File: config.mk
export PLATFORM = sky130hd
export DESIGN_NAME = chacha20_keystream_xor
export DESIGN_NICKNAME = d
export VERILOG_FILES = /design/src/hdl/ccks_pkg.sv /design/src/hdl/ccks_cfg.sv /design/src/hdl/ccks_ctrl.sv /design/src/hdl/ccks_dp.sv /design/src/hdl/chacha20_keystream_xor.sv
export SDC_FILE = /design/constraint.sdc
export NUM_CORES = 2
export LEC_CHECK = 0
export BUFFER_PORTS_ARGS = -buffer_cell sky130_fd_sc_hd__buf_2
export CAP_MARGIN = 40
export CELL_PAD_IN_SITES_DETAIL_PLACEMENT = 2
export CELL_PAD_IN_SITES_GLOBAL_PLACEMENT = 2
export CORE_UTILIZATION = 42
export DETAILED_ROUTE_END_ITERATION = 10
export PLACE_DENSITY = 0.91
export SYNTH_ARGS = -nofsm -noshare
export SYNTH_HDL_FRONTEND = slang
export SYNTH_SLANG_ARGS = --single-unit
File: constraint.sdc
create_clock -name clk_i -period 17.95 [get_ports clk_i]
set_input_delay 3.59 -clock clk_i [delete_from_list [all_inputs] [get_ports clk_i]]
set_output_delay 3.59 -clock clk_i [all_outputs]
set_load 0.02 [all_outputs]
File: src/hdl/ccks_pkg.sv
// ----------------------------------------------------------------------------
// ccks_pkg
// Shared types, constants and round functions of the chacha20 keystream xor.
// ----------------------------------------------------------------------------
package ccks_pkg;

  localparam int DOUBLE_ROUNDS = 10;
  localparam int ROUND_STEPS   = DOUBLE_ROUNDS * 4;
  localparam int STEP_W        = $clog2(ROUND_STEPS);
  localparam int BLOCK_BYTES   = 64;
  localparam int POS_W         = 7;
  localparam int ADDR_W        = 6;

  localparam logic [31:0] SIGMA_0 = 32'h6170_7865;
  localparam logic [31:0] SIGMA_1 = 32'h3320_646e;
  localparam logic [31:0] SIGMA_2 = 32'h7962_2d32;
  localparam logic [31:0] SIGMA_3 = 32'h6b20_6574;

  localparam int ROT_A = 16;
  localparam int ROT_B = 12;
  localparam int ROT_C = 8;
  localparam int ROT_D = 7;

  localparam logic [2:0] REG_KEY_01   = 3'd0;
  localparam logic [2:0] REG_KEY_23   = 3'd1;
  localparam logic [2:0] REG_KEY_45   = 3'd2;
  localparam logic [2:0] REG_KEY_67   = 3'd3;
  localparam logic [2:0] REG_NONCE_01 = 3'd4;
  localparam logic [2:0] REG_NONCE_2  = 3'd5;
  localparam logic [2:0] REG_INIT_CTR = 3'd6;

  typedef logic [15:0][31:0] words_t;

  typedef struct packed {
    logic [63:0] key_01;
    logic [63:0] key_23;
    logic [63:0] key_45;
    logic [63:0] key_67;
    logic [63:0] nonce_01;
    logic [31:0] nonce_2;
    logic [31:0] init_ctr;
  } cfg_t;

  typedef struct packed {
    logic load;
    logic step;
    logic diag;
    logic second;
    logic feed;
    logic emit;
    logic use_hold;
  } ctrl_t;

  typedef struct packed {
    logic need_block;
    logic out_busy;
  } status_t;

  typedef struct packed {
    logic [31:0] a;
    logic [31:0] b;
    logic [31:0] c;
    logic [31:0] d;
  } qr_t;

  function automatic logic [31:0] rotl(input logic [31:0] v, input int n);
    return (v << n) | (v >> (32 - n));
  endfunction

  // one half of a quarter-round: two dependent adds
  function automatic qr_t qr_half(input logic [31:0] a, input logic [31:0] b,
                                  input logic [31:0] c, input logic [31:0] d,
                                  input logic second);
    qr_t r;
    logic [31:0] na, nb, nc, nd;
    na = a + b;
    nd = second ? rotl(d ^ na, ROT_C) : rotl(d ^ na, ROT_A);
    nc = c + nd;
    nb = second ? rotl(b ^ nc, ROT_D) : rotl(b ^ nc, ROT_B);
    r.a = na;
    r.b = nb;
    r.c = nc;
    r.d = nd;
    return r;
  endfunction

  function automatic words_t build_init(input cfg_t cfg, input logic [31:0] ctr);
    words_t w;
    w[0]  = SIGMA_0;
    w[1]  = SIGMA_1;
    w[2]  = SIGMA_2;
    w[3]  = SIGMA_3;
    w[4]  = cfg.key_01[31:0];
    w[5]  = cfg.key_01[63:32];
    w[6]  = cfg.key_23[31:0];
    w[7]  = cfg.key_23[63:32];
    w[8]  = cfg.key_45[31:0];
    w[9]  = cfg.key_45[63:32];
    w[10] = cfg.key_67[31:0];
    w[11] = cfg.key_67[63:32];
    w[12] = ctr;
    w[13] = cfg.nonce_01[31:0];
    w[14] = cfg.nonce_01[63:32];
    w[15] = cfg.nonce_2;
    return w;
  endfunction

endpackage

File: src/hdl/ccks_cfg.sv
// ----------------------------------------------------------------------------
// ccks_cfg
// APB register file holding key, nonce and initial counter.
// ----------------------------------------------------------------------------
module ccks_cfg import ccks_pkg::*; (
  input  logic              clk_i,
  input  logic              rst_ni,
  input  logic              psel,
  input  logic              penable,
  input  logic              pwrite,
  input  logic [ADDR_W-1:0] paddr,
  input  logic [63:0]       pwdata,
  output logic [63:0]       prdata,
  output logic              pready,
  output cfg_t              cfg_o
);

  cfg_t       cfg_q;
  logic [2:0] idx;
  logic       wr_en;

  assign pready = 1'b1;
  assign idx    = paddr[5:3];
  assign wr_en  = psel & penable & pwrite & pready;
  assign cfg_o  = cfg_q;

  always_ff @(posedge clk_i or negedge rst_ni) begin
    if (!rst_ni) begin
      cfg_q <= '0;
    end else if (wr_en) begin
      case (idx)
        REG_KEY_01:   cfg_q.key_01   <= pwdata;
        REG_KEY_23:   cfg_q.key_23   <= pwdata;
        REG_KEY_45:   cfg_q.key_45   <= pwdata;
        REG_KEY_67:   cfg_q.key_67   <= pwdata;
        REG_NONCE_01: cfg_q.nonce_01 <= pwdata;
        REG_NONCE_2:  cfg_q.nonce_2  <= pwdata[31:0];
        REG_INIT_CTR: cfg_q.init_ctr <= pwdata[31:0];
        default: ;
      endcase
    end
  end

  always_comb begin
    case (idx)
      REG_KEY_01:   prdata = cfg_q.key_01;
      REG_KEY_23:   prdata = cfg_q.key_23;
      REG_KEY_45:   prdata = cfg_q.key_45;
      REG_KEY_67:   prdata = cfg_q.key_67;
      REG_NONCE_01: prdata = cfg_q.nonce_01;
      REG_NONCE_2:  prdata = {32'd0, cfg_q.nonce_2};
      REG_INIT_CTR: prdata = {32'd0, cfg_q.init_ctr};
      default:      prdata = '0;
    endcase
  end

endmodule

File: src/hdl/ccks_ctrl.sv
// ----------------------------------------------------------------------------
// ccks_ctrl
// Sequencer: accepts bytes, runs the round steps of a block refill, emits.
// ----------------------------------------------------------------------------
module ccks_ctrl import ccks_pkg::*; (
  input  logic    clk_i,
  input  logic    rst_ni,
  input  logic    s_axis_tvalid,
  output logic    s_axis_tready,
  input  status_t status_i,
  output ctrl_t   cmd_o
);

  typedef enum logic [3:0] {
    ST_IDLE  = 4'b0001,
    ST_ROUND = 4'b0010,
    ST_FEED  = 4'b0100,
    ST_EMIT  = 4'b1000
  } state_e;

  state_e            state_q, state_d;
  logic [STEP_W-1:0] step_q, step_d;
  logic              accept;

  assign s_axis_tready = (state_q == ST_IDLE) & ~status_i.out_busy;
  assign accept        = s_axis_tvalid & s_axis_tready;

  always_comb begin
    state_d = state_q;
    step_d  = step_q;
    cmd_o   = '0;
    case (state_q)
      ST_IDLE: begin
        if (accept) begin
          if (status_i.need_block) begin
            cmd_o.load = 1'b1;
            step_d     = '0;
            state_d    = ST_ROUND;
          end else begin
            cmd_o.emit = 1'b1;
          end
        end
      end
      ST_ROUND: begin
        cmd_o.step   = 1'b1;
        cmd_o.second = step_q[0];
        cmd_o.diag   = step_q[1];
        step_d       = step_q + 1'b1;
        if (step_q == STEP_W'(ROUND_STEPS - 1)) begin
          state_d = ST_FEED;
        end
      end
      ST_FEED: begin
        cmd_o.feed = 1'b1;
        state_d    = ST_EMIT;
      end
      ST_EMIT: begin
        if (!status_i.out_busy) begin
          cmd_o.emit     = 1'b1;
          cmd_o.use_hold = 1'b1;
          state_d        = ST_IDLE;
        end
      end
      default: state_d = ST_IDLE;
    endcase
  end

  always_ff @(posedge clk_i or negedge rst_ni) begin
    if (!rst_ni) begin
      state_q <= ST_IDLE;
      step_q  <= '0;
    end else begin
      state_q <= state_d;
      step_q  <= step_d;
    end
  end

endmodule

File: src/hdl/ccks_dp.sv
// ----------------------------------------------------------------------------
// ccks_dp
// Datapath: working words, keystream block, counter, byte position, output.
// ----------------------------------------------------------------------------
module ccks_dp import ccks_pkg::*; (
  input  logic       clk_i,
  input  logic       rst_ni,
  input  cfg_t       cfg_i,
  input  ctrl_t      cmd_i,
  output status_t    status_o,
  input  logic [7:0] s_axis_tdata,
  input  logic       s_axis_tuser,
  input  logic       s_axis_tlast,
  output logic [7:0] m_axis_tdata,
  output logic       m_axis_tlast,
  output logic       m_axis_tvalid,
  input  logic       m_axis_tready
);

  words_t           work_q, work_d;
  words_t           ks_q;
  words_t           init_w;
  logic [31:0]      ctr_q, ctr_load;
  logic [POS_W-1:0] pos_q, pos_d;
  logic [7:0]       hold_data_q;
  logic             hold_last_q;
  logic             m_valid_q;
  logic [7:0]       m_data_q;
  logic             m_last_q;
  logic [31:0]      ks_word;
  logic [7:0]       ks_byte;
  logic [7:0]       src_data;
  logic             src_last;

  assign status_o.need_block = s_axis_tuser | pos_q[POS_W-1];
  assign status_o.out_busy   = m_valid_q & ~m_axis_tready;

  assign ctr_load = s_axis_tuser ? cfg_i.init_ctr : ctr_q;
  assign init_w   = build_init(cfg_i, ctr_q);

  // four quarter-rounds side by side, half a quarter-round per step
  always_comb begin
    logic [1:0] lane, sh;
    logic [3:0] ia, ib, ic, id;
    qr_t        r;
    work_d = work_q;
    sh     = {1'b0, cmd_i.diag};
    for (int i = 0; i < 4; i++) begin
      lane = 2'(i);
      ia   = {2'b00, lane};
      ib   = {2'b01, 2'(lane + sh)};
      ic   = {2'b10, 2'(lane + (sh << 1))};
      id   = {2'b11, 2'(lane + sh + (sh << 1))};
      r    = qr_half(work_q[ia], work_q[ib], work_q[ic], work_q[id], cmd_i.second);
      work_d[ia] = r.a;
      work_d[ib] = r.b;
      work_d[ic] = r.c;
      work_d[id] = r.d;
    end
  end

  assign ks_word  = ks_q[pos_q[5:2]];
  assign ks_byte  = 8'(ks_word >> {pos_q[1:0], 3'b000});
  assign src_data = cmd_i.use_hold ? hold_data_q : s_axis_tdata;
  assign src_last = cmd_i.use_hold ? hold_last_q : s_axis_tlast;

  always_comb begin
    pos_d = pos_q;
    if (cmd_i.feed) begin
      pos_d = '0;
    end else if (cmd_i.emit) begin
      pos_d = src_last ? POS_W'(BLOCK_BYTES) : pos_q + 1'b1;
    end
  end

  always_ff @(posedge clk_i) begin
    if (cmd_i.load) begin
      work_q      <= build_init(cfg_i, ctr_load);
      hold_data_q <= s_axis_tdata;
      hold_last_q <= s_axis_tlast;
    end else if (cmd_i.step) begin
      work_q <= work_d;
    end
    if (cmd_i.feed) begin
      for (int i = 0; i < 16; i++) begin
        ks_q[i] <= work_q[i] + init_w[i];
      end
    end
    if (cmd_i.emit) begin
      m_data_q <= src_data ^ ks_byte;
      m_last_q <= src_last;
    end
  end

  always_ff @(posedge clk_i or negedge rst_ni) begin
    if (!rst_ni) begin
      ctr_q     <= '0;
      pos_q     <= POS_W'(BLOCK_BYTES);
      m_valid_q <= 1'b0;
    end else begin
      if (cmd_i.load) begin
        ctr_q <= ctr_load;
      end else if (cmd_i.feed) begin
        ctr_q <= ctr_q + 1'b1;
      end
      pos_q <= pos_d;
      if (cmd_i.emit) begin
        m_valid_q <= 1'b1;
      end else if (m_axis_tready) begin
        m_valid_q <= 1'b0;
      end
    end
  end

  assign m_axis_tdata  = m_data_q;
  assign m_axis_tlast  = m_last_q;
  assign m_axis_tvalid = m_valid_q;

`ifndef SYNTHESIS
  a_pos_range: assert property (@(posedge clk_i) disable iff (!rst_ni)
    pos_q <= POS_W'(BLOCK_BYTES))
    else $error("byte position beyond block");

  a_feed_rewinds: assert property (@(posedge clk_i) disable iff (!rst_ni)
    cmd_i.feed |=> pos_q == '0)
    else $error("position not rewound after refill");

  a_last_drops: assert property (@(posedge clk_i) disable iff (!rst_ni)
    (cmd_i.emit && src_last) |=> pos_q == POS_W'(BLOCK_BYTES))
    else $error("keystream kept after end of call");

  a_emit_free: assert property (@(posedge clk_i) disable iff (!rst_ni)
    cmd_i.emit |-> !status_o.out_busy)
    else $error("output overwritten while stalled");
`endif

endmodule

File: src/hdl/chacha20_keystream_xor.sv
// ----------------------------------------------------------------------------
// chacha20_keystream_xor
// ChaCha20 stream cipher, one data byte XORed with one keystream byte.
// ----------------------------------------------------------------------------
// usage:
//   load key, nonce and initial counter over apb while no byte is in flight
//   input stream: tdata carries the byte, tuser starts a message (counter
//   reload, buffered keystream dropped), tlast ends a call (rest of the
//   block dropped after this byte)
//   output stream: tdata is byte xor keystream, tlast copies the input tlast
//   latency: a byte that finds keystream in the buffer shows up in the cycle
//   after its transfer; a byte that needs a new block passes through the 40
//   half quarter-round steps, the feed-forward and the output register
//   throughput: one byte per cycle in a block unless the output stalls; input
//   waits while the one shared round unit of four quarter-round lanes refills
//   reset: counter zero, buffer empty, registers zero, output idle
//   a stalled receiver holds the output register; one more byte is taken
//   only once the waiting result is transferred or being transferred
// ----------------------------------------------------------------------------
module chacha20_keystream_xor import ccks_pkg::*; (
  input  logic              clk_i,
  input  logic              rst_ni,
  input  logic              s_axis_tvalid,
  output logic              s_axis_tready,
  input  logic [7:0]        s_axis_tdata,   // data_byte
  input  logic              s_axis_tuser,   // start_message
  input  logic              s_axis_tlast,
  output logic              m_axis_tvalid,
  input  logic              m_axis_tready,
  output logic [7:0]        m_axis_tdata,   // out_byte
  output logic              m_axis_tlast,
  input  logic              psel,
  input  logic              penable,
  input  logic              pwrite,
  input  logic [ADDR_W-1:0] paddr,
  input  logic [63:0]       pwdata,
  output logic [63:0]       prdata,
  output logic              pready
);

  cfg_t    cfg;
  ctrl_t   cmd;
  status_t status;

  ccks_cfg u_cfg (
    .clk_i   (clk_i),
    .rst_ni  (rst_ni),
    .psel    (psel),
    .penable (penable),
    .pwrite  (pwrite),
    .paddr   (paddr),
    .pwdata  (pwdata),
    .prdata  (prdata),
    .pready  (pready),
    .cfg_o   (cfg)
  );

  ccks_ctrl u_ctrl (
    .clk_i         (clk_i),
    .rst_ni        (rst_ni),
    .s_axis_tvalid (s_axis_tvalid),
    .s_axis_tready (s_axis_tready),
    .status_i      (status),
    .cmd_o         (cmd)
  );

  ccks_dp u_dp (
    .clk_i         (clk_i),
    .rst_ni        (rst_ni),
    .cfg_i         (cfg),
    .cmd_i         (cmd),
    .status_o      (status),
    .s_axis_tdata  (s_axis_tdata),
    .s_axis_tuser  (s_axis_tuser),
    .s_axis_tlast  (s_axis_tlast),
    .m_axis_tdata  (m_axis_tdata),
    .m_axis_tlast  (m_axis_tlast),
    .m_axis_tvalid (m_axis_tvalid),
    .m_axis_tready (m_axis_tready)
  );

endmodule
==> results.md <==
* Status: finished, final reports clean
* Avg Vias per Cell at 7.036
* Htree depth at 4
* Hold Crit Class: register to register
* Overflow after GRT at 0
* Slowest stage delay, CP at 890 ps
* Peak Freq at 75.71 MHz
* I/O pin count at 163
* Vias at just over 100k
* Layout area overhead at 12.70%
* Number of synthesized flops with an enable pin at 914
* Worst-skew pair later-pin latency at 890 ps
* CP delay by family, top: compound AO/OA/AOI/OAI gates
* Synthesized area at 104,600 um2
* Sequential Area at 40,890 um2
* First-pass GRT wire length at roughly 880 mm
* Setup TNS at 0 ps
* RSZ-0062 raised after global routing: no
* Clk root buf: clkbuf_16
* Post-CTS setup buffers at 0
* Initial antenna violation count at between 150 and 200
* Leading cell type in the layout, fill and taps excluded: nand2_1
* Multi-input gate area at between 60,000 and 70,000 um2
* Req. time, crit path at 18,550 ps
* Mapped Nets at approximately 11,000
* Sequential area share after synthesis at 0.3906
* Final cycle utilization of the critical path at 0.7359
* Pre-antenna DRT Iters at 6
* Max clock buf depth at 3
* Slew margin rel. at 0.2192
* Reg clk slew, reported paths at 70 ps
* Overall routed net length at ~670 mm
* Die height at between 500 and 600 um
* Area of the die at 251,100 um2
* Seq cells post-synth at 1,476
* CP Capture Type: register
* Crit Path Class: register to register
* Prevailing post-synth register cell: edfxtp_1
* Slew Limit Fails at 0
* Hold Vio Cnt, Final at 0
* Max-cap viol count at 0
* Mapped Cells at 10,730
* Post-DR wirelength/cell at 46.10 um
* Antenna violation net count after detailed routing at 0
* Num CTS Buffers at between 150 and 200
* Initial drt markers at around 14,000
* Hold path endpoint: u_dp.work_q[113]
* R2r worst-path depth at 32
* Core Area at about 250,000 um2
* Worst r2r dst: u_dp.work_q[235]
* Total Routing Usage GR at 0.5171
* Most frequent cells in the layout: nand2_1, edfxtp_1, o21ai_0
* Async set-reset flop share out of synthesis at 0.2940
* Clk_skew at 44.69 ps
* Die Width at 501.1 um
* Largest net degree at the start of global routing at 128
* CTS tree: built
* CTS resizes at 0
* Critical-path maximum fanout at 45
* Vias in the first global route at around 100k
* Synth warn at 0
* Layout cells sized above 1 at 0.1429
* Clk sinks at 1,476
* Post-synthesis cell type count at 105
* Finish-stage setup viols at 0
* CP arrival at roughly 14,000 ps
* Final #Nets at 11,720
* Fin crit period at about 13,000 ps
* GP Congestion at 1.134
* Port-buffer cells at 158
* Worst path buffer plus inverter count at 5
* Hold path start: u_dp.work_q[113]
* FF-to-FF Start: u_ctrl.state_q[3]
* Rows at 182
* R2r setup slk at about 4700 ps
* Hold Path Stages at 2
* Fillers at 25,560
* Final routed DRC violation total at 0
* Slowest library cell on the worst path: mux2i_1
* Initial core utilization at 0.4239
* Hold Buf Count CTS at 0
* Crit path launch type: register
* Worst Max-Slew Pin Slew at 1171 ps
* Dpl hpwl at 520.1 mm
* Mean Syn Cell Area at 9.750 um2
[worst reg2reg max path, delay by kind of cell (launching register included)]
kind	cells	cell delay, ps
muxes	1	930
buffers and inverters	5	1280
and+or+nand+nor	5	2250
AOI/OAI and AO/OA	15	5350
xor gates and xnor gates	4	1950
adders and majority gates	2	720
DFF	1	470
[synth_stat cells, types with 172 or more instances]
| library cell | instances | area share |
|---|---|---|
| a21o_1 | 265 | 0.019 |
| a21oi_1 | 743 | 0.036 |
| clkbuf_1 | 354 | 0.013 |
| dfrtp_1 | 432 | 0.10 |
| edfxtp_1 | 914 | 0.26 |
| ha_1 | 630 | 0.075 |
| inv_1 | 323 | 0.012 |
| mux2_2 | 432 | 0.046 |
| mux2i_1 | 400 | 0.038 |
| mux4_2 | 206 | 0.044 |
| nand2_1 | 1585 | 0.057 |
| nand3_1 | 172 | 0.0082 |
| nor2_1 | 751 | 0.027 |
| o21ai_0 | 795 | 0.038 |
| xnor2_1 | 658 | 0.055 |
| xor2_1 | 314 | 0.026 |
[per-stage QoR]
step,hold slack [ps],cells,util,setup slack [ps],area (um2)
floorplan,436.6,10730,-,1594,104600
global placement,463.7,13970,0.4457,5446,110000
detailed placement,480.4,14070,0.4496,5570,111000
CTS,508.8,14420,0.4750,5391,117200
global route,536.3,14470,0.4770,5152,117700
finish,528.5,14550,0.4777,4741,117900
[sequential cells by signal, summed over array words and instances (netlist names)]
| signal | cells |
|---|---|
| u_dp.ks_q | 512 |
| u_ctrl.step_q | 6 |
| u_dp.ctr_q | 32 |
| u_ctrl.state_q | 4 |
| u_dp.hold_data_q | 8 |
| u_dp.pos_q | 7 |
| u_cfg.cfg_o | 384 |
| u_dp.work_q | 512 |
| u_dp.m_axis_tdata | 8 |
| u_dp.m_axis_tvalid | 1 |
| u_dp.m_axis_tlast | 1 |
| u_dp.hold_last_q | 1 |
[cells by family (layout without fill, tap and decap cells)]
kind of cell,count (synthesis),after routing,synth area share
muxes,1038,1038,0.1291
adders and majority gates,650,650,0.07916
AOI/OAI and AO/OA,2689,2689,0.1610
buffers and inverters,798,1209,0.02923
xor gates and xnor gates,983,983,0.08368
other,1,94,0.00003584
and+or+nand+nor,3098,3098,0.1272
DFF,1476,1476,0.3906
[cell type report]
type                    instances  share of cell area
diodes                         93            0.001973
well taps                    3312             0.03514
repair buffers                535             0.03530
clock inverters                68            0.006525
inverters                     325             0.01062
multi-input cells            8459              0.5171
flip-flops and latches       1476              0.3467
clock buffers                 281             0.04664
[routing by layer]
layer | vias to the layer above | track usage | routed length (um)
met2 | 7501 | 0.7473 | 278400
met5 | - | 0.007910 | 751
met1 | 53190 | 0.6146 | 240900
met4 | 66 | 0.3814 | 59590
li1 | 39710 | - | -
met3 | 1903 | 0.2109 | 91090
[worst max path at each step]
stage | to | cells after the start | startpoint
after floorplan | u_dp.ctr_q[1] | 7 | u_ctrl.state_q[2]
after global placement | u_dp.work_q[132] | 34 | u_ctrl.state_q[3]
after detailed placement | u_dp.work_q[235] | 32 | u_ctrl.state_q[3]
after CTS | u_dp.work_q[235] | 32 | u_ctrl.state_q[3]
after global routing | u_dp.work_q[203] | 32 | u_ctrl.state_q[3]
final | u_dp.work_q[235] | 32 | u_ctrl.state_q[3]
Power is not shown: default switching activity piles up to over one toggle a cycle in this logic, so the estimate is an artifact.
